--- config.mk ---
export PLATFORM = sky130hd
export DESIGN_NAME = sat_ram
export DESIGN_NICKNAME = d
export VERILOG_FILES = /design/src/sat_ram.sv
export SDC_FILE = /design/constraint.sdc
export NUM_CORES = 2
export LEC_CHECK = 0
export BUFFER_PORTS_ARGS = -buffer_cell sky130_fd_sc_hd__buf_2
export CAP_MARGIN = 40
export CELL_PAD_IN_SITES_DETAIL_PLACEMENT = 1
export CELL_PAD_IN_SITES_GLOBAL_PLACEMENT = 2
export CORE_ASPECT_RATIO = 0.5
export CORE_MARGIN = 4
export CORE_UTILIZATION = 53
export DETAILED_ROUTE_END_ITERATION = 8
export PLACE_DENSITY_LB_ADDON = 0.25
export SYNTH_ARGS = -nofsm -noshare
export SYNTH_HDL_FRONTEND = slang
export SYNTH_SLANG_ARGS = --single-unit
--- constraint.sdc ---
create_clock -name i_clk -period 4.2 [get_ports i_clk]
set_input_delay 0.42 -clock i_clk [delete_from_list [all_inputs] [get_ports i_clk]]
set_output_delay 0.42 -clock i_clk [all_outputs]
set_load 0.005 [all_outputs]
--- src/sat_ram.sv ---
// Generic simple dual-port RAM with registered read.
module sat_ram #(
    parameter int WIDTH = 32,
    parameter int DEPTH = 128
) (
    input  logic                     i_clk,
    input  logic                     i_we,
    input  logic [$clog2(DEPTH)-1:0] i_waddr,
    input  logic [WIDTH-1:0]         i_wdata,
    input  logic                     i_re,
    input  logic [$clog2(DEPTH)-1:0] i_raddr,
    output logic [WIDTH-1:0]         o_rdata
);
    logic [WIDTH-1:0] r_mem [DEPTH];

    always_ff @(posedge i_clk) begin
        if (i_we) begin
            r_mem[i_waddr] <= i_wdata;
        end
        if (i_re) begin
            o_rdata <= r_mem[i_raddr];
        end
    end
endmodule

==> impl_metrics.env <==
export IMPL_status="finished, final reports clean"
export IMPL_rows=140
export IMPL_drtIter0Drc=13200
export IMPL_grt_pass1_vias=75900
export IMPL_path_delay_family="multiplexers"
export IMPL_criticalPathCategory="input port to register"
export IMPL_p_leak_nw=54.5
export IMPL_vias=74700
export IMPL_pwr_density_cell_mw_per_mm2=468
export IMPL_cp_data_required_time_ns=4.84
export IMPL_postRouteAntennaNets=0
export IMPL_grt_usage_pct=30.4
export IMPL_dr_wl_met2_um=216000
export IMPL_core_area_mm2=0.293
export IMPL_cts_buffers=354
export IMPL_num_io_pins=81
export IMPL_final_max_slew_viol_count=0
export IMPL_ys_types=16
export IMPL_routed_top_layer="met5"
export IMPL_port_buffers=80
export IMPL_r2r_slack_ns=1.19
export IMPL_hp_class="input port to register"
export IMPL_final_core_util_pct=60.8
export IMPL_cts_setup_buffers=0
export IMPL_wl_met3_um=55900
export IMPL_drive_gt1_share_pct=36.4
export IMPL_grt_ovfl_total=0
export IMPL_syn_inst=5990
export IMPL_grt_pass1_wl_um=633000
export IMPL_synth_area_per_cell_um2=26.1
export IMPL_nets=6563
export IMPL_max_clock_freq_ghz=0.325
export IMPL_drt_wl_total_um=458000
export IMPL_grt_max_degree=129
export IMPL_dp_hpwl_um=260000
export IMPL_wl_per_cell_um=42.8
export IMPL_path_cells="buf_8, buf_12, buf_12, buf_4, buf_4, mux4_2, mux4_2, mux4_2, mux2_2"
export IMPL_area_growth_synth_to_final_pct=13.6
export IMPL_detail_route_vias_per_cell=6.97
export IMPL_drv_cap=0
export IMPL_path_max_fanout=28
export IMPL_rsz0062_at_grt="false"
export IMPL_drc=0
export IMPL_cp_num_buf_inv=5
export IMPL_place_congestion=0.814
export IMPL_cpMaxStageDelayCell="mux4_2"
export IMPL_syn_num_nets=6039
export IMPL_critPathCaptureType="register"
export IMPL_finalCritPeriodShare_pct=73.3
export IMPL_clkTransAtPathRegs_ns=0.06
export IMPL_cts_root_buf="clkbuf_16"
export IMPL_arrival_ns=3.72
export IMPL_max_slew_worst_pin_slew_ns=1.01
export IMPL_finalCriticalPeriod_ns=3.08
export IMPL_die_x_um=777
export IMPL_startpoint_type="input port"
export IMPL_antenna_found_initial=62
export IMPL_cts_sinks=4128
export IMPL_slew_headroom_pct=32.4
export IMPL_finalClockSkew_ns=0.0379
export IMPL_synth_seq_cells=4128
export IMPL_cpMostUsedCell="mux4_2"
export IMPL_irDropWorstVdd_mv=0.302
export IMPL_drt_pass1_iterations=6
export IMPL_hold_viol_final=0
export IMPL_tns_ns=0
export IMPL_cts_buffer_depth=4
export IMPL_ys_warnings_count=0
export IMPL_wl_met1_um=173000
export IMPL_setup_viol=0
export IMPL_die_y_um=392
export IMPL_die_area_mm2=0.305
export IMPL_critPathMaxStageDelay_ns=0.71
export IMPL_synth_yosys_seq_area_share_pct=79.2
export IMPL_cts_tree="built"
export IMPL_start_util_pct=53.5
export IMPL_syn_area_mm2=0.157
export IMPL_htreeDepth=5
export IMPL_worst_skew_pair_late_latency_ns=0.92
-- metrics by stage --
step / power (mW) / hold slack (ns) / instance area (um^2) / setup WS, ns / cells
after detailed placement: 51.2 / 0.791 / 166000 / 0.239 / 10000
after floorplan: 48.6 / 0.519 / 157000 / 0.541 / 5990
final: 83.2 / 0.0607 / 178000 / 1.12 / 10700
after CTS: 83.5 / 0.0221 / 178000 / 1.19 / 10700
after global placement: 51.0 / 0.853 / 166000 / 0.272 / 10000
after global routing: 85.6 / 0.0434 / 178000 / 1.09 / 10700
-- kinds of logic after synthesis --
kind of cell | Yosys count | synth area share [%]
buffers and inverters | 316 | 0.837
AND/OR/NAND/NOR | 170 | 0.445
flip-flops | 4128 | 79.2
multiplexers | 1376 | 19.6
-- cells in the mapped netlist --
| cell | instances | share of area (%) |
|---|---|---|
| edfxtp_1 | 4128 | 79 |
| mux4_2 | 1344 | 19 |
| clkbuf_1 | 182 | 0.44 |
| nor2_1 | 122 | 0.29 |
| buf_2 | 79 | 0.25 |
| buf_1 | 50 | 0.12 |
| mux2_2 | 32 | 0.23 |
| nand2_1 | 14 | 0.034 |
| nand3_1 | 12 | 0.038 |
| nor3_1 | 9 | 0.029 |
| nor2b_1 | 7 | 0.028 |
| buf_4 | 3 | 0.014 |
| nand4_1 | 3 | 0.012 |
| buf_6 | 2 | 0.014 |
| nand2b_1 | 2 | 0.0080 |
| or3_1 | 1 | 0.0040 |
-- power breakdown --
part,internal (mW),switching (mW),leakage [nW]
Combinational,1.81,2.89,11.8
Sequential,45.5,0.112,37.1
Clock,18.0,14.9,5.52
Total,65.3,17.9,54.5
-- cells in the final DEF, fill, tap and decap left out --
cell	instances
bufinv_16	35
nand2b_1	2
nand2_2	3
buf_2	40
or3_1	1
mux2_2	32
clkinv_1	67
clkinvlp_4	8
nor2_4	119
diode_2	16
mux4_2	1344
dlygate4sd3_1	11
nand3_2	4
clkinv_8	5
buf_6	2
nand3_1	8
nor2b_1	7
buf_4	289
edfxtp_1	4128
clkbuf_1	73
clkbuf_16	363
buf_8	7
nor2_1	3
nand4_1	3
nor3_2	9
inv_6	3
nand2_1	11
inv_16	2
clkinv_16	1
buf_12	119
clkinv_2	71
buf_16	16
-- routing by layer --
metal,vias to the layer above,global-route usage [%]
met2,5414,47.0
met5,-,0
met4,20,8.51
li1,27400,-
met3,747,7.15
met1,41000,44.4
-- sequential cells by signal (all words and copies together) (netlist names) --
register and count:
r_mem 4096, o_rdata 32
-- worst paths after layout --
| check | start | cells after the start | endpoint |
|---|---|---|---|
| worst max-delay path | i_raddr[2] | 9 | o_rdata[21]$_DFFE_PP_ |
| worst min-delay path | i_wdata[2] | 1 | r_mem[42][2]$_DFFE_PP_ |
| worst max register to register | r_mem[76][16]$_DFFE_PP_ | 4 | o_rdata[16]$_DFFE_PP_ |
| worst min register to register | r_mem[125][26]$_DFFE_PP_ | 4 | o_rdata[26]$_DFFE_PP_ |
-- timing repair --
action / CTS / global route
hold endpoints to repair: 192 / 0
resized for setup: 0 / 0
hold buffers: 11 / 0
-- final cells by class --
class                      count  area (um^2)
clock buffer                 436         9360
fill                       22800       115000
clock inverter               192         1900
multi-input combinational   1546        32300
antenna                       16         40.0
tap                         3905         4890
timing repair buffer         484         5430
sequential                  4128       124000
Note: power is estimated with default switching activity, not from simulation.
